--- config.mk ---
export PLATFORM = sky130hd
export DESIGN_NAME = tafd_match
export DESIGN_NICKNAME = d
export VERILOG_FILES = /design/src/rtl/core/tafd_pkg.sv /design/src/rtl/core/tafd_match.sv
export SDC_FILE = /design/constraint.sdc
export NUM_CORES = 1
export LEC_CHECK = 0
export ABC_CLOCK_PERIOD_IN_PS = 3100
export BUFFER_PORTS_ARGS = -buffer_cell sky130_fd_sc_hd__buf_2
export CORE_AREA = 5 5 83 85
export DETAILED_ROUTE_END_ITERATION = 8
export DIE_AREA = 0 0 88 90
export GPL_ROUTABILITY_DRIVEN = 0
export MAX_ROUTING_LAYER = met4
export PLACE_DENSITY = 0.79
export SYNTH_ARGS = -nofsm -noshare
export SYNTH_HDL_FRONTEND = slang
export SYNTH_SLANG_ARGS = --single-unit
--- constraint.sdc ---
create_clock -name vclk -period 3.1
set_clock_uncertainty 0.05 [all_clocks]
set_input_delay 0.62 -clock vclk [all_inputs]
set_output_delay 0.62 -clock vclk [all_outputs]
set_load 0.02 [all_outputs]
--- src/rtl/core/tafd_pkg.sv ---
// Shared types and constants of the triangle adjacency finder.
`default_nettype none

package tafd_pkg;

  // Request opcodes.
  localparam logic [1:0] OP_CLEAR  = 2'd0;
  localparam logic [1:0] OP_APPEND = 2'd1;
  localparam logic [1:0] OP_QUERY  = 2'd2;

  // Result status codes.
  localparam logic [1:0] ST_OK        = 2'd0;
  localparam logic [1:0] ST_FULL      = 2'd1;
  localparam logic [1:0] ST_BAD_INDEX = 2'd2;

  // Fixed port field widths.
  localparam int VID_W = 20;
  localparam int QIDX_W = 10;
  localparam int ADJ_W = 11;
  localparam int FAR_W = 21;

  // Compare result of one stored triangle against the queried one.
  typedef struct packed {
    logic [2:0] hit;       // reversed edge k of the queried triangle is present
    logic       far_none;  // every vertex of the candidate is shared
  } match_t;

endpackage

`default_nettype wire

--- src/rtl/core/tafd_match.sv ---
// Reversed-edge match and far-vertex pick for one candidate triangle.
`default_nettype none

module tafd_match #(
  parameter int VB = 20
) (
  input  wire logic [3*VB-1:0] self_tri,
  input  wire logic [3*VB-1:0] cand_tri,
  output tafd_pkg::match_t     result,
  output logic [VB-1:0]        far
);

  logic [VB-1:0] s [0:2];
  logic [VB-1:0] c [0:2];
  logic [2:0]    shared;
  logic [2:0]    hit;
  logic          all_shared;

  always_comb begin
    for (int i = 0; i < 3; i++) begin
      s[i] = self_tri[i*VB +: VB];
      c[i] = cand_tri[i*VB +: VB];
    end
  end

  // Edge k of the queried triangle runs s[k] -> s[k+1]; the neighbour must
  // hold it the other way round as one of its own directed edges.
  always_comb begin
    hit = 3'b000;
    for (int k = 0; k < 3; k++) begin
      for (int m = 0; m < 3; m++) begin
        if (c[m] == s[(k + 1) % 3] && c[(m + 1) % 3] == s[k]) begin
          hit[k] = 1'b1;
        end
      end
    end
  end

  always_comb begin
    for (int i = 0; i < 3; i++) begin
      shared[i] = (c[i] == s[0]) || (c[i] == s[1]) || (c[i] == s[2]);
    end
  end

  // The first candidate vertex, in stored order, that is not shared.
  always_comb begin
    all_shared = 1'b0;
    if (!shared[0]) begin
      far = c[0];
    end else if (!shared[1]) begin
      far = c[1];
    end else if (!shared[2]) begin
      far = c[2];
    end else begin
      far = c[0];
      all_shared = 1'b1;
    end
  end

  assign result = {hit, all_shared};

endmodule

`default_nettype wire

==> impl_metrics.tcl <==
set metrics [dict create \
    overflow 0 \
    mostFrequentLayoutCells "buf_2 (111), xnor2_1 (96), buf_4 (65)" \
    antenna_found_initial 0 \
    powerDensity_mw_per_mm2 138 \
    num-clock-buffers 0 \
    hold_path_class "primary input to primary output" \
    hold_viol 0 \
    diodes 0 \
    postSynthCellCount 353 \
    layout.nets 667 \
    n_fill_cell 368 \
    coreArea_sq_mm 0.00613 \
    dr.first_iter.drc_count 587 \
    clock.fmax_ghz 0.295 \
    hpwl_um 10200 \
    setup_viol 21 \
    routed_wire_length_per_instance_um 26.1 \
    max_cap_violations 0 \
    seqCellArea_sq_um 0 \
    dp_cells 610 \
    setup_slack_ps -294 \
    final_antenna_net_count 0 \
    worstMarginPinSlew_ps 462 \
    synthesis.nets 473 \
    initial_core_util 0.426 \
    areaGrowthSynthToFinish_pct 79.0 \
    drtPass1Iterations 6 \
    worst-path-max-fanout 9 \
    grt_max_degree 22 \
    final_common_cell "buf_2" \
    grt_pass1_wl_um 21000 \
    cp_data_arrival_time_ps 2720 \
    status "finished, violations left" \
    grt_pass1_vias 4141 \
    avgViaCountPerCell 6.72 \
    power.total_w 0.000646 \
    drive_gt1_frac 0.523 \
    portBuffers 144 \
    crit_path_end_kind "primary output" \
    whs_ps 1590 \
    ys_seq_area_frac 0 \
    synth.avg_cell_area_sq_um 7.39 \
    fin_crit_ps 3390 \
    grt.total_usage 0.344 \
    p_leak_nw 1.95 \
    vias 4177 \
    seq_cell_count 0 \
    crit_chain "buf_4, buf_6, xnor2_2, nand4_1, nor3_4, or3_4, buf_6, a21bo_4, buf_8, a32oi_2, buf_4" \
    rows 29 \
    drt-total-wl_um 16200 \
    yosysWarnings 0 \
    yosys.cell_types.count 24 \
    die_h_um 90 \
    slew_violations 0 \
    post-route-period-util 1.09 \
    slew-limit-headroom 0.689 \
    die_w_um 88 \
    violations "setup timing" \
    worst_ep_required_time_ps 2430 \
    netlist_area_sq_mm 0.00261 \
    io_pins 144 \
    final_cells 622 \
    start_kind "primary input" \
    multi_input_area_sq_mm 0.00304 \
    cp_slowest_cell "or3_4" \
    critPathKind "primary input to primary output" \
    slowest_delay_ps 450 \
    fp.dieArea_sq_mm 0.00792 \
    ir_drop_mv 0.0849 \
    drcViolationCount 0 \
    final_util 0.762 \
    rsz0062_at_grt "true" \
]
cell usage after synthesis, types with 2 or more instances:
master	instances	area [sq um]
nand3_1	9	45.0
o221ai_1	3	26.3
xnor2_1	104	911
a32oi_1	20	175
xor2_1	76	666
nor4_1	19	119
buf_6	2	22.5
nor3_1	9	45.0
inv_1	22	82.6
buf_2	2	10.0
clkbuf_1	8	30.0
o31ai_1	20	150
nand4_1	26	163
nand2_1	23	86.3
cell families after synthesis:
| family | count (synthesis) | share of synthesized area |
|---|---|---|
| AND/OR/NAND/NOR | 94 | 0.199 |
| XOR/XNOR | 180 | 0.604 |
| AO/OA/AOI/OAI | 44 | 0.139 |
| buffers and inverters | 35 | 0.0585 |
metrics by stage:
step | setup slack (ps) | setup TNS [ps] | cell area, sq um
3_5_place_dp | -240 | -4010 | 3750
5_1_grt | -338 | -5950 | 4670
3_3_place_gp | -289 | -4640 | 3750
2_1_floorplan | 283 | 0 | 2610
4_1_cts | -65.4 | -881 | 4180
6_report | -294 | -4790 | 4670
worst paths after layout:
path          from      end  slack [ps]  cells after the start
min   cand_tri[14]  far[14]        1590                      4
max   cand_tri[20]   far[7]        -290                     11
timing repair:
action,CTS,global route
setup endpoints to repair,21,24
gates resized for setup,69,96
pin swaps,19,40
buffers inserted,6,8
hold buffers,0,0
gates cloned,1,0
area by class of cell:
cell class	count	share of cell area
inverters	22	0.0177
repair buffers	205	0.310
well taps	77	0.0206
multi-input cells	318	0.651
critical path: cells and delay by family:
kind,cells,cell delay (ps)
simple gates,3,790
buf+inv,5,750
compound gates,2,440
xor+xnor,1,130
layer usage:
| metal | global-route usage | vias to the layer above | share of wire |
|---|---|---|---|
| met5 | - | - | 0 |
| li1 | - | 1631 | - |
| met1 | 0.403 | 1896 | 0.34 |
| met3 | 0.0759 | 181 | 0.12 |
| met2 | 0.526 | 469 | 0.44 |
| met4 | 0.214 | 0 | 0.094 |
power breakdown:
group	leakage, nW	switching [W]	total [W]	internal, W
clock network	0	0	0	0
logic	1.95	0.000366	0.000646	0.000279
registers	0	0	0	0
total	1.95	0.000366	0.000646	0.000279
No activity file was read; power rests on OpenSTA's default activity.
